**config.mk**
```make
export PLATFORM = sky130hd
export DESIGN_NAME = length_prefixed_deframer
export DESIGN_NICKNAME = d
export VERILOG_FILES = /design/src/design/ldf_pkg.sv /design/src/design/ldf_parser.sv /design/src/design/ldf_queue.sv /design/src/design/length_prefixed_deframer.sv
export SDC_FILE = /design/constraint.sdc
export NUM_CORES = 1
export LEC_CHECK = 0
export ABC_CLOCK_PERIOD_IN_PS = 7100
export BUFFER_PORTS_ARGS = -buffer_cell sky130_fd_sc_hd__clkbuf_2
export CAP_MARGIN = 10
export CELL_PAD_IN_SITES_DETAIL_PLACEMENT = 0
export CELL_PAD_IN_SITES_GLOBAL_PLACEMENT = 1
export CORE_UTILIZATION = 45
export DETAILED_ROUTE_END_ITERATION = 12
export GPL_ROUTABILITY_DRIVEN = 0
export HOLD_SLACK_MARGIN = 0.03
export PLACE_DENSITY_LB_ADDON = 0.3
export RECOVER_POWER = 50
export SLEW_MARGIN = 20
export SYNTH_ARGS = -nofsm -noshare
export SYNTH_HDL_FRONTEND = slang
export SYNTH_SLANG_ARGS = --single-unit
```
**constraint.sdc**
```tcl
create_clock -name clk_i -period 7.1 [get_ports clk_i]
set_input_delay 0.71 -clock clk_i [delete_from_list [all_inputs] [get_ports clk_i]]
set_output_delay 0.71 -clock clk_i [all_outputs]
set_load 0.02 [all_outputs]
```
**src/design/ldf_pkg.sv**
```systemverilog
// shared types, constants and helpers of the length-prefixed deframer
package ldf_pkg;

  localparam int unsigned LENGTH_BITS = 32;
  localparam int unsigned LEN_FIELD_W = 32;

  localparam int unsigned HDR_IDX_W = 4;
  localparam logic [HDR_IDX_W-1:0] HDR_MAGIC_END  = 4'd4;
  localparam logic [HDR_IDX_W-1:0] HDR_FIELDS_END = 4'd8;
  localparam logic [HDR_IDX_W-1:0] HDR_CTRL_END   = 4'd12;
  localparam logic [HDR_IDX_W-1:0] HDR_VERSION_POS = 4'd4;
  localparam logic [HDR_IDX_W-1:0] HDR_FLAGS_POS   = 4'd5;
  localparam logic [HDR_IDX_W-1:0] HDR_LAST_POS    = 4'd15;

  localparam logic [7:0] HDR_VERSION   = 8'h01;
  localparam logic [7:0] FLAG_BODY     = 8'h01;

  localparam logic [LEN_FIELD_W-1:0] MAX_CONTROL_RESET = 32'd1048576;
  localparam logic [LEN_FIELD_W-1:0] MAX_BODY_RESET    = 32'd16777216;

  localparam int unsigned CFG_DATA_W = 32;
  localparam logic CFG_MAX_CONTROL = 1'b0;
  localparam logic CFG_MAX_BODY    = 1'b1;

  localparam int unsigned QUEUE_DEPTH = 2;
  localparam int unsigned QUEUE_PTR_W = (QUEUE_DEPTH > 1) ? $clog2(QUEUE_DEPTH) : 1;
  localparam int unsigned QUEUE_CNT_W = $clog2(QUEUE_DEPTH + 1);

  typedef enum logic [3:0] {
    PH_HEADER  = 4'b0001,
    PH_CONTROL = 4'b0010,
    PH_BODY    = 4'b0100,
    PH_HALTED  = 4'b1000
  } ldf_phase_e;

  typedef enum logic [2:0] {
    ERR_NONE     = 3'd0,
    ERR_MAGIC    = 3'd1,
    ERR_HEADER   = 3'd2,
    ERR_CTRL_LEN = 3'd3,
    ERR_BODY_LEN = 3'd4
  } ldf_err_e;

  typedef struct packed {
    logic       payload_valid;
    logic [7:0] payload_byte;
    logic       section;
    logic       frame_last;
    logic       has_body;
    ldf_err_e   error_code;
    logic       halted;
    logic       at_boundary;
  } ldf_result_t;

  typedef struct packed {
    logic halted;
    logic at_boundary;
  } ldf_parse_status_t;

  typedef struct packed {
    logic                   full;
    logic [QUEUE_CNT_W-1:0] count;
  } ldf_queue_status_t;

  function automatic logic [7:0] ldf_magic(input logic [1:0] pos);
    logic [7:0] b;
    case (pos)
      2'd0:    b = 8'h4C;
      2'd1:    b = 8'h4F;
      2'd2:    b = 8'h4F;
      default: b = 8'h50;
    endcase
    return b;
  endfunction

  function automatic logic ldf_fits(input logic [LEN_FIELD_W-1:0] v);
    return (v >> LENGTH_BITS) == '0;
  endfunction

endpackage

```
**src/design/ldf_parser.sv**
```systemverilog
// front end: header parse, length checks and per-byte classification
module ldf_parser (
  input  logic                            clk_i,
  input  logic                            rst_ni,
  input  logic                            accept_i,
  input  logic [7:0]                      byte_i,
  input  logic                            cfg_we_i,
  input  logic                            cfg_index_i,
  input  logic [ldf_pkg::CFG_DATA_W-1:0]  cfg_data_i,
  output logic                            push_o,
  output ldf_pkg::ldf_result_t            result_o,
  output ldf_pkg::ldf_parse_status_t      status_o
);

  ldf_pkg::ldf_phase_e phase_q, phase_d;
  logic [ldf_pkg::HDR_IDX_W-1:0] idx_q, idx_d;
  ldf_pkg::ldf_err_e err_q, err_d;
  ldf_pkg::ldf_err_e byte_err;
  logic flags_q, flags_d;
  logic [ldf_pkg::LEN_FIELD_W-1:0] ctrl_q, ctrl_d, body_q, body_d;
  logic [ldf_pkg::LEN_FIELD_W-1:0] max_ctrl_q, max_body_q;
  logic last;
  ldf_pkg::ldf_result_t res;

  always_comb begin
    phase_d  = phase_q;
    idx_d    = idx_q;
    err_d    = err_q;
    flags_d  = flags_q;
    ctrl_d   = ctrl_q;
    body_d   = body_q;
    byte_err = ldf_pkg::ERR_NONE;
    last     = 1'b0;
    res      = '0;
    res.has_body = flags_q;
    if (accept_i) begin
      case (phase_q)
        ldf_pkg::PH_HEADER: begin
          if (idx_q < ldf_pkg::HDR_MAGIC_END) begin
            if (byte_i != ldf_pkg::ldf_magic(idx_q[1:0])) byte_err = ldf_pkg::ERR_MAGIC;
          end else if (idx_q < ldf_pkg::HDR_FIELDS_END) begin
            if (idx_q == ldf_pkg::HDR_VERSION_POS) begin
              if (byte_i != ldf_pkg::HDR_VERSION) byte_err = ldf_pkg::ERR_HEADER;
            end else if (idx_q == ldf_pkg::HDR_FLAGS_POS) begin
              flags_d = |(byte_i & ldf_pkg::FLAG_BODY);
              if ((byte_i & ~ldf_pkg::FLAG_BODY) != 8'h00) byte_err = ldf_pkg::ERR_HEADER;
            end else if (byte_i != 8'h00) begin
              byte_err = ldf_pkg::ERR_HEADER;
            end
          end else if (idx_q < ldf_pkg::HDR_CTRL_END) begin
            ctrl_d = {ctrl_q[ldf_pkg::LEN_FIELD_W-9:0], byte_i};
          end else begin
            body_d = {body_q[ldf_pkg::LEN_FIELD_W-9:0], byte_i};
          end
          if (err_q == ldf_pkg::ERR_NONE && byte_err != ldf_pkg::ERR_NONE) err_d = byte_err;
          if (idx_q == ldf_pkg::HDR_LAST_POS) begin
            idx_d = '0;
            if (err_d == ldf_pkg::ERR_NONE) begin
              if (ctrl_d == '0 || ctrl_d > max_ctrl_q || !ldf_pkg::ldf_fits(ctrl_d)) begin
                err_d = ldf_pkg::ERR_CTRL_LEN;
              end else if (body_d > max_body_q || !ldf_pkg::ldf_fits(body_d)
                           || (!flags_d && body_d != '0)) begin
                err_d = ldf_pkg::ERR_BODY_LEN;
              end
            end
            phase_d = (err_d != ldf_pkg::ERR_NONE) ? ldf_pkg::PH_HALTED : ldf_pkg::PH_CONTROL;
          end else begin
            idx_d = idx_q + 1'b1;
          end
          res.has_body = flags_d;
        end
        ldf_pkg::PH_CONTROL: begin
          res.payload_valid = 1'b1;
          res.payload_byte  = byte_i;
          ctrl_d = ctrl_q - 1'b1;
          if (ctrl_d == '0) begin
            if (body_q == '0) last = 1'b1;
            else phase_d = ldf_pkg::PH_BODY;
          end
        end
        ldf_pkg::PH_BODY: begin
          res.payload_valid = 1'b1;
          res.payload_byte  = byte_i;
          res.section       = 1'b1;
          body_d = body_q - 1'b1;
          if (body_d == '0) last = 1'b1;
        end
        default: begin
        end
      endcase
      if (last) begin
        phase_d = ldf_pkg::PH_HEADER;
        idx_d   = '0;
        flags_d = 1'b0;
        ctrl_d  = '0;
        body_d  = '0;
      end
    end
    res.frame_last  = last;
    res.halted      = (phase_d == ldf_pkg::PH_HALTED);
    res.error_code  = res.halted ? err_d : ldf_pkg::ERR_NONE;
    res.at_boundary = (phase_d == ldf_pkg::PH_HEADER) && (idx_d == '0);
  end

  always_ff @(posedge clk_i or negedge rst_ni) begin
    if (!rst_ni) begin
      phase_q    <= ldf_pkg::PH_HEADER;
      idx_q      <= '0;
      err_q      <= ldf_pkg::ERR_NONE;
      flags_q    <= 1'b0;
      ctrl_q     <= '0;
      body_q     <= '0;
      max_ctrl_q <= ldf_pkg::MAX_CONTROL_RESET;
      max_body_q <= ldf_pkg::MAX_BODY_RESET;
    end else begin
      phase_q <= phase_d;
      idx_q   <= idx_d;
      err_q   <= err_d;
      flags_q <= flags_d;
      ctrl_q  <= ctrl_d;
      body_q  <= body_d;
      if (cfg_we_i) begin
        case (cfg_index_i)
          ldf_pkg::CFG_MAX_CONTROL: max_ctrl_q <= cfg_data_i;
          ldf_pkg::CFG_MAX_BODY:    max_body_q <= cfg_data_i;
          default: begin
          end
        endcase
      end
    end
  end

  assign push_o   = accept_i;
  assign result_o = res;
  assign status_o.halted      = (phase_q == ldf_pkg::PH_HALTED);
  assign status_o.at_boundary = (phase_q == ldf_pkg::PH_HEADER) && (idx_q == '0);

endmodule

```
**src/design/ldf_queue.sv**
```systemverilog
// result queue between the parser and the output channel
module ldf_queue (
  input  logic                        clk_i,
  input  logic                        rst_ni,
  input  logic                        push_i,
  input  ldf_pkg::ldf_result_t        push_data_i,
  input  logic                        pop_i,
  output logic                        valid_o,
  output ldf_pkg::ldf_result_t        data_o,
  output ldf_pkg::ldf_queue_status_t  status_o
);

  ldf_pkg::ldf_result_t entry_q [ldf_pkg::QUEUE_DEPTH];
  logic [ldf_pkg::QUEUE_PTR_W-1:0] wr_ptr_q, wr_ptr_d, rd_ptr_q, rd_ptr_d;
  logic [ldf_pkg::QUEUE_CNT_W-1:0] count_q, count_d;
  logic do_push, do_pop;

  localparam logic [ldf_pkg::QUEUE_PTR_W-1:0] LastPtr =
    ldf_pkg::QUEUE_PTR_W'(ldf_pkg::QUEUE_DEPTH - 1);
  localparam logic [ldf_pkg::QUEUE_CNT_W-1:0] FullCount =
    ldf_pkg::QUEUE_CNT_W'(ldf_pkg::QUEUE_DEPTH);

  assign do_pop  = pop_i && (count_q != '0);
  assign do_push = push_i && (count_q != FullCount);

  always_comb begin
    wr_ptr_d = wr_ptr_q;
    rd_ptr_d = rd_ptr_q;
    count_d  = count_q;
    if (do_push) wr_ptr_d = (wr_ptr_q == LastPtr) ? '0 : wr_ptr_q + 1'b1;
    if (do_pop)  rd_ptr_d = (rd_ptr_q == LastPtr) ? '0 : rd_ptr_q + 1'b1;
    if (do_push && !do_pop) count_d = count_q + 1'b1;
    else if (do_pop && !do_push) count_d = count_q - 1'b1;
  end

  always_ff @(posedge clk_i or negedge rst_ni) begin
    if (!rst_ni) begin
      wr_ptr_q <= '0;
      rd_ptr_q <= '0;
      count_q  <= '0;
    end else begin
      wr_ptr_q <= wr_ptr_d;
      rd_ptr_q <= rd_ptr_d;
      count_q  <= count_d;
    end
  end

  always_ff @(posedge clk_i) begin
    if (do_push) entry_q[wr_ptr_q] <= push_data_i;
  end

  assign valid_o         = (count_q != '0);
  assign data_o          = entry_q[rd_ptr_q];
  assign status_o.count  = count_q;
  assign status_o.full   = (count_q == FullCount);

endmodule

```
**src/design/length_prefixed_deframer.sv**
```systemverilog
// top level of the length-prefixed stream deframer
//
// s_axis carries one raw stream byte per item; m_axis returns exactly one
// result item for every accepted byte, in order. payload bytes of the
// control section, then of the body section, are passed on as they arrive,
// marked in tuser; tlast marks the final payload byte of a frame. header
// bytes and bytes seen while halted give items with no payload.
// a result is registered in the result queue before it is offered on m_axis.
// throughput: one byte per cycle while the queue is not full, set by the
// header and length-counter update in the parser, done as each byte is accepted.
// a two-item result queue sits between parser and m_axis; while m_axis is
// stalled the queue fills and s_axis_tready drops once it is full.
// reset clears the parser to the start of a header, empties the queue and
// loads the default length limits. a failed header check is sticky: every
// following item reports halted and the error code until the next reset.
// the user must write limits through the cfg port only while no item is in flight; the block does not enforce it.
module length_prefixed_deframer (
  input  logic                           clk_i,
  input  logic                           rst_ni,
  input  logic                           s_axis_tvalid,
  output logic                           s_axis_tready,
  input  logic [7:0]                     s_axis_tdata,  // in_byte
  output logic                           m_axis_tvalid,
  input  logic                           m_axis_tready,
  // payload_byte[7:0], has_body[8], error_code[11:9], halted[12], at_boundary[13], zero
  output logic [15:0]                    m_axis_tdata,
  output logic [1:0]                     m_axis_tuser,  // payload_valid[0], section[1]
  output logic                           m_axis_tlast,  // frame_last
  input  logic                           cfg_we_i,
  input  logic                           cfg_index_i,
  input  logic [ldf_pkg::CFG_DATA_W-1:0] cfg_data_i
);

  logic push, accept;
  ldf_pkg::ldf_result_t push_data, out_data;
  ldf_pkg::ldf_parse_status_t parse_status;
  ldf_pkg::ldf_queue_status_t queue_status;

  assign s_axis_tready = !queue_status.full;
  assign accept        = s_axis_tvalid && s_axis_tready;

  ldf_parser u_parser (
    .clk_i       (clk_i),
    .rst_ni      (rst_ni),
    .accept_i    (accept),
    .byte_i      (s_axis_tdata),
    .cfg_we_i    (cfg_we_i),
    .cfg_index_i (cfg_index_i),
    .cfg_data_i  (cfg_data_i),
    .push_o      (push),
    .result_o    (push_data),
    .status_o    (parse_status)
  );

  ldf_queue u_queue (
    .clk_i       (clk_i),
    .rst_ni      (rst_ni),
    .push_i      (push),
    .push_data_i (push_data),
    .pop_i       (m_axis_tready),
    .valid_o     (m_axis_tvalid),
    .data_o      (out_data),
    .status_o    (queue_status)
  );

  assign m_axis_tdata = {2'b00, out_data.at_boundary, out_data.halted, out_data.error_code,
                         out_data.has_body, out_data.payload_byte};
  assign m_axis_tuser = {out_data.section, out_data.payload_valid};
  assign m_axis_tlast = out_data.frame_last;

  // halt is sticky until reset
  a_halt_sticky: assert property (@(posedge clk_i) disable iff (!rst_ni)
    parse_status.halted |=> parse_status.halted)
    else $error("parser left halted state");

  // the queue never drops an accepted item
  a_no_overflow: assert property (@(posedge clk_i) disable iff (!rst_ni)
    push |-> !queue_status.full)
    else $error("result pushed into full queue");

  // a payload item never carries an error
  a_payload_clean: assert property (@(posedge clk_i) disable iff (!rst_ni)
    (m_axis_tvalid && m_axis_tuser[0]) |->
      (!m_axis_tdata[12] && m_axis_tdata[11:9] == ldf_pkg::ERR_NONE))
    else $error("payload item flagged with error");

  // a halted parser only produces halted items
  a_halted_items: assert property (@(posedge clk_i) disable iff (!rst_ni)
    (accept && parse_status.halted) |-> (push_data.halted && !push_data.payload_valid))
    else $error("item accepted while halted was not reported halted");

endmodule
```
==> key figures, run 1 <==
Critical path
  • Startpoint Class: flip-flop
  • CP Class: reg -> reg
  • CP max FO: between 40 and 50
  • Critical Path RT: 7.29 ns
  • Worst setup EP type: flip-flop
  • CP arrival: 5.17 ns
  • Worst path max stage delay: 0.86 ns
  • Slowest stage cell, crit path: nand2b_2
  • Worst path cell trace: nand2b_2 -> o21ai_0 -> ha_1 -> nand4_1 -> nor4_1 -> nand2_1 -> o31a_1 -> a211oi_1 -> nor2_1 -> or3_1 -> nor4bb_1
  • Reg2reg setup slack: between 2 and 2.5 ns

Clock network
  • Register clock-pin slew on the reported worst setup and hold paths: ~0.080 ns
  • Cts hold-fix bufs: 0
  • Max Root-Sink Buffers: 2
  • CTS Buf Count: 17
  • CTS tree: built
  • Post-CTS setup buffer count: 0
  • TritonCTS Sinks: approximately 180
  • Post-CTS Resized: 0
  • Clock latency on the worst-skew pair: between 0.4 and 0.5 ns
  • Root buf cell: clkbuf_16
  • H-tree Lvls: 4

Layout
  • Filler cells: approximately 2,700
  • FF+latch area: around 4600 um2
  • Final non-filler cell total: between 1,500 and 2,000
  • Commonest cells after routing, fill and taps aside: nand2_1 (190), dfrtp_1 (141), nor2_1 (98)
  • Layout cell share with drive strength beyond 1: 0.154
  • Area grow syn2layout: 7.93%
  • Most common cell after layout, fill and taps aside: nand2_1
  • Multi-input logic area: 7520 um2
  • Nets: 1,582
  • Diode count: 0

Global routing
  • GRT Resource Usage Total: 0.305
  • Gr busiest metal: met2
  • Largest net degree at the start of global routing: 86
  • First-pass GRT wire length: 67,400 um
  • Initial antenna violation count: 1
  • GR Layer Usage met1: 0.422
  • Vias in the first global route: 11,200
  • GR Layer Usage met2: 0.472
  • Total congestion overflow: 0
  • Met3 Use GR: 0.0630

Timing
  • Measured slew at the worst slew-check pin: slightly below 5 ns
  • Final setup fails: 0
  • Fin crit period: 4.98 ns
  • Hold Vio Cnt, Final: 0
  • Final Cycle Share: 0.701
  • Max Slew Vio Count: 223
  • Slew margin rel.: -2.29
  • RSZ-0062 raised after global routing: false
  • Setup TNS: 0 ns
  • Max Clock Skew: 0.0233 ns
  • Achievable Freq: between 200 and 250 MHz

Floorplan
  • Full die area: 29,400 um2
  • Io pins: 67
  • Starting Density: 0.461
  • Num rows: 61
  • Core area: 28,000 um2
  • Die span in y: 171 um
  • Die span in x: around 170 um

Pwr
  • PwrDens: 196 nW/um2
  • Peak supply drop: 0.129 mV
  • Leakage: 5.93 nW

Synthesis
  • Syn Std Cell Area: 12,900 um2
  • Fraction of registers with async set/reset: 0.809
  • Xor/xnor cell area share of the yosys netlist: 0.0102
  • Post-synthesis sequential area ratio: 0.359
  • Adder-cell share of the synthesized area: 0.0698
  • Warnings from Yosys: 0
  • Largest family of logic cells by synthesized area: simple AND/OR/NAND/NOR gates
  • Flops & latches, synth: 178
  • Post-synthesis simple-gate area fraction: 0.240
  • Mux cell area share after synthesis: 0.0782
  • Synth cell types: 96
  • Mean area per synthesized cell: between 8 and 9 um2
  • Post-Syn Instances: 1,473
  • Dominant synthesized flop cell: dfrtp_1
  • Synth Area in Compound Gates: 0.183
  • Number of synthesized flops with an enable pin: 34

Detailed routing
  • DR DRC count: 0
  • Antenna-violating nets left: 0
  • Vias per cell: 6.38
  • First drt pass iteration count: 6
  • Via count: 11,800
  • Routed WL: 43,200 um
  • 1st-iter DRT viols: 1,059
  • WL/cell: about 23 um

Outcome
  • Status: finished with violations
  • Failing checks: capacitance limit, slew limit

Placed design
  • HPWL after detailed placement: ~31,000 um
  • Placed instance count: 1,823
  • PortBufs: between 60 and 70

Flow run
  • Number of max-cap violations: 4

Worst hold path
  • Worst min-delay path category: in -> reg
where the power goes:
group	switching (W)	internal [W]	total [W]
clock	0.000514	0.000475	0.000989
combinational	0.000331	0.000203	0.000535
sequential	0.0000573	0.00115	0.00121
total	0.000903	0.00183	0.00273
logic make-up (layout without fill, tap and decap cells):
| logic type | after synthesis | count (layout) |
|---|---|---|
| DFF | 178 | 178 |
| other | 1 | 2 |
| adders and majority gates | 72 | 72 |
| xor gates and xnor gates | 15 | 15 |
| AOI/OAI and AO/OA | 342 | 342 |
| and+or+nand+nor | 586 | 586 |
| buffers and inverters | 188 | 191 |
| muxes | 91 | 91 |
layout make-up:
class / count / area share
Inverter: 80 / 0.0216
Timing Repair Buffer: 79 / 0.0298
Tap cell: 378 / 0.0340
Clock buffer: 17 / 0.0305
Sequential cell: 178 / 0.332
Clock inverter: 15 / 0.0119
Multi-Input combinational cell: 1108 / 0.540
sequential cells by signal (all words and copies together) (netlist names):
register	count
u_parser.body_q	32
u_queue.count_q	2
u_parser.max_body_q	32
u_parser.ctrl_q	32
u_queue.wr_ptr_q	1
u_parser.max_ctrl_q	32
u_parser.flags_q	1
u_queue.rd_ptr_q	1
u_parser.err_q	3
u_parser.phase_q	4
u_queue.entry_q	34
u_parser.idx_q	4
cells in the mapped netlist, types with 8 or more instances:
cell type / number / area, um2
o2bb2ai_1: 9 / 78.8
nand2b_1: 13 / 81.3
o31ai_1: 13 / 97.6
buf_2: 8 / 40.0
a21o_1: 19 / 143
ha_1: 72 / 901
o21ai_0: 89 / 445
buf_1: 13 / 48.8
nor4_1: 33 / 206
nand2_1: 190 / 713
edfxtp_1: 34 / 1020
clkbuf_1: 76 / 285
xnor2_1: 11 / 96.3
dfrtp_1: 141 / 3530
or4_1: 19 / 143
mux2i_1: 12 / 120
nand4_1: 44 / 275
and3_1: 13 / 81.3
and2_1: 13 / 81.3
or3_1: 22 / 138
nor3_1: 55 / 275
a21oi_1: 85 / 425
nor4b_1: 9 / 78.8
a221o_1: 22 / 220
nand3_1: 21 / 105
nor2_1: 99 / 372
inv_1: 80 / 300
mux2_2: 79 / 890
a22o_1: 13 / 114
a31oi_1: 9 / 56.3
routing by layer:
layer / vias up / wire (um)
li1: 5430 / -
met1: 5721 / 19100
met2: 589 / 19100
met3: 86 / 3650
met4: 2 / 1310
met5: - / 15
through the flow:
step	util	cell area, um2	power, W	hold slack, ns	setup slack (ns)
6_report	0.497	13900	0.00273	0.475	2.12
5_1_grt	0.497	13900	0.00285	0.488	1.42
4_1_cts	0.498	14000	0.00275	0.373	2.32
3_5_place_dp	0.477	13400	0.00177	0.472	2.34
3_3_place_gp	0.477	13400	0.00175	0.474	2.39
2_1_floorplan	-	12900	0.00158	0.414	3.26
worst max-delay path, delay by kind of cell, from the launching register on:
family,cells,cell delay (ns)
fa+ha+maj,1,0.41
flops,1,0.58
compound gates,3,1.28
simple gates,7,2.40
final timing paths:
kind,to,cells after the start,start
setup / recovery,u_queue.entry_q[0][3],11,u_parser.idx_q[2]
min in group asynchronous,u_parser.max_body_q[21],1,rst_ni
setup reg to reg,u_queue.entry_q[0][3],11,u_parser.idx_q[2]
max in group asynchronous,u_parser.body_q[15],1,rst_ni
hold / removal,u_parser.max_ctrl_q[20],3,cfg_data_i[20]
hold reg to reg,u_queue.count_q[1],1,u_queue.count_q[1]
Note: power is estimated with default switching activity, not from simulation.
==> run 2: changes to the inputs <==
--- a/config.mk
+++ b/config.mk
@@ -5,7 +5,7 @@
 export SDC_FILE = /design/constraint.sdc
 export NUM_CORES = 1
 export LEC_CHECK = 0
-export ABC_CLOCK_PERIOD_IN_PS = 7100
+export ABC_CLOCK_PERIOD_IN_PS = 4900
 export BUFFER_PORTS_ARGS = -buffer_cell sky130_fd_sc_hd__clkbuf_2
 export CAP_MARGIN = 10
 export CELL_PAD_IN_SITES_DETAIL_PLACEMENT = 0
==> constraint.sdc (replaced) <==
create_clock -name clk_i -period 4.9 [get_ports clk_i]
set_input_delay 0.49 -clock clk_i [delete_from_list [all_inputs] [get_ports clk_i]]
set_output_delay 0.49 -clock clk_i [all_outputs]
set_load 0.02 [all_outputs]
==> run 2 against run 1 <==
Against the previous run: critical endpoint is now u_queue.entry_q[1][3]; clock skew increased by 0.0028 ns; core utilization up 0.50 points; setup slack got worse by 1.7 ns; the flow still finishes with violations (capacitance limit, slew limit); largest cell class unchanged; critical path type unchanged.
==> key figures, run 2 (same netlist as run 1, synthesis figures left out) <==
Floorplan
  • Core area: 28,000 um2
  • Die span in x: 171 um
  • Starting Density: 0.461
  • Num rows: 61
  • Full die area: 29,400 um2
  • Die span in y: 171 um
  • Io pins: 67

Timing
  • Max Clock Skew: 0.0261 ns
  • Slew margin rel.: -0.574
  • Achievable Freq: 225 MHz
  • Final Cycle Share: 0.909
  • Setup TNS: 0 ns
  • Final setup fails: 0
  • Fin crit period: 4.45 ns
  • Hold Vio Cnt, Final: 0
  • RSZ-0062 raised after global routing: false
  • Max Slew Vio Count: 225
  • Measured slew at the worst slew-check pin: 2.36 ns
  • PnR worst setup slack: 0.448 ns

Clock network
  • Cts hold-fix bufs: 1
  • Post-CTS Resized: 0
  • Register clock-pin slew on the reported worst setup and hold paths: 0.08 ns
  • Clock latency on the worst-skew pair: around 0.46 ns
  • H-tree Lvls: 4
  • CTS Buf Count: 17
  • Max Root-Sink Buffers: 2
  • TritonCTS Sinks: 178
  • Root buf cell: clkbuf_16
  • Post-CTS setup buffer count: 0
  • CTS tree: built

Critical path
  • CP max FO: 30
  • CP Launch Point: u_parser.idx_q[3]
  • Setup crit end: u_queue.entry_q[1][3]
  • Worst setup EP type: flip-flop
  • CP Class: reg -> reg
  • CP arrival: 4.64 ns
  • Critical Path RT: 5.09 ns
  • FF-to-FF End: u_queue.entry_q[1][3]
  • Slowest stage cell, crit path: nand2b_2
  • Cells on worst reg2reg path: 13
  • Startpoint Class: flip-flop
  • RR Startpoint: u_parser.idx_q[3]
  • Worst path max stage delay: ~0.60 ns
  • Worst path cell trace: nand2b_2 -> buf_4 -> mux2_2 -> ha_1 -> a21oi_1 -> o21ai_0 -> a221o_1 -> o31a_1 -> a211oi_1 -> buf_4 -> nor2_1 -> or3_1 -> nor4bb_1
  • CP dominant cell by count: buf_4
  • Reg2reg setup slack: 0.45 ns

Layout
  • Area grow syn2layout: 9.03%
  • Diode count: 0
  • Most flop-heavy register: u_queue.entry_q
  • Nets: 1,599
  • Final Util: 0.502
  • Layout cell share with drive strength beyond 1: 0.164
  • Filler cells: 2,706
  • Most common cell after layout, fill and taps aside: nand2_1
  • Commonest cells after routing, fill and taps aside: nand2_1 (190), dfrtp_1 (141), nor2_1 (98)
  • Number of flip-flops in the largest register: 34

Worst hold path
  • Hold path cells: 3
  • Worst min-delay path category: in -> reg

Flow run
  • Number of max-cap violations: 5

Placed design
  • Dpl ws: 0.557 ns
  • PortBufs: between 60 and 70
  • HPWL after detailed placement: 32,100 um

Global routing
  • Vias in the first global route: 11,400
  • Initial antenna violation count: 0
  • Total congestion overflow: 0
  • Largest net degree at the start of global routing: 65
  • GRT Resource Usage Total: 0.309
  • First-pass GRT wire length: approximately 68,000 um

Pwr
  • Total Power: 0.00394 W
  • Leakage: 6.02 nW
  • PwrDens: between 200 and 300 nW/um2
  • Peak supply drop: about 0.23 mV

Outcome
  • Failing checks: capacitance limit, slew limit
  • Status: finished with violations

Detailed routing
  • First drt pass iteration count: 7
  • WL/cell: 23.8 um
  • Antenna-violating nets left: 0
  • DR DRC count: 0
  • Routed WL: 44,600 um
  • Via count: 12,000
  • Vias per cell: ~6.4
  • 1st-iter DRT viols: 1,505
[run 2: cell types whose count changed in the layout (fill, tap and decap cells not counted)]
| cell | delta |
|---|---|
| buf_12 | +1 |
| dlygate4sd3_1 | +1 |
| inv_6 | -2 |
| buf_4 | +14 |
| clkinv_4 | +2 |
| clkbuf_2 | +2 |
| clkinv_1 | -1 |
[run 2: area by class of cell]
cell class | count | area (um2) | share of cell area
multi-input combinational | 1108 | 7520 | 0.535
sequential | 178 | 4630 | 0.329
timing repair buffer | 96 | 557 | 0.0396
tap | 378 | 473 | 0.0336
clock buffer | 18 | 429 | 0.0305
inverter | 80 | 300 | 0.0213
clock inverter | 14 | 161 | 0.0115
[run 2: through the flow]
step	area [um2]	cells	hold WS [ns]
floorplan	12900	1474	0.194
global placement	13500	1839	0.385
detailed placement	13500	1839	0.381
CTS	14100	1872	0.247
global route	14100	1872	0.277
finish	14100	1872	0.253
[run 2: how the worst min path moves through the flow]
stage | from | to
floorplan | rst_ni | u_parser.body_q[0]
global placement | rst_ni | u_parser.max_body_q[21]
detailed placement | rst_ni | u_parser.max_body_q[21]
CTS | cfg_data_i[20] | u_parser.max_ctrl_q[20]
global route | cfg_data_i[18] | u_parser.max_ctrl_q[18]
finish | cfg_data_i[20] | u_parser.max_ctrl_q[20]
[run 2: critical path: cells and delay by family, from the launching register on]
family	cells	cell delay, ns
AOI/OAI and AO/OA	5	1.29
adders and majority gates	1	0.30
buffers and inverters	2	0.50
DFF	1	0.53
muxes	1	0.37
and+or+nand+nor	4	1.20
[run 2: metal layers]
layer | vias up | track usage | part of all wire
met1 | 5811 | 0.426 | 0.43
li1 | 5444 | - | -
met5 | - | 0 | 0
met4 | 0 | 0.0959 | 0.032
met2 | 649 | 0.477 | 0.44
met3 | 126 | 0.0723 | 0.096
[run 2: power breakdown]
part,leakage (nW),switching (W),internal (W)
clock,0.284,0.000728,0.000687
sequential,2.10,0.0000811,0.00167
combinational,3.64,0.000480,0.000296
total,6.02,0.00129,0.00265
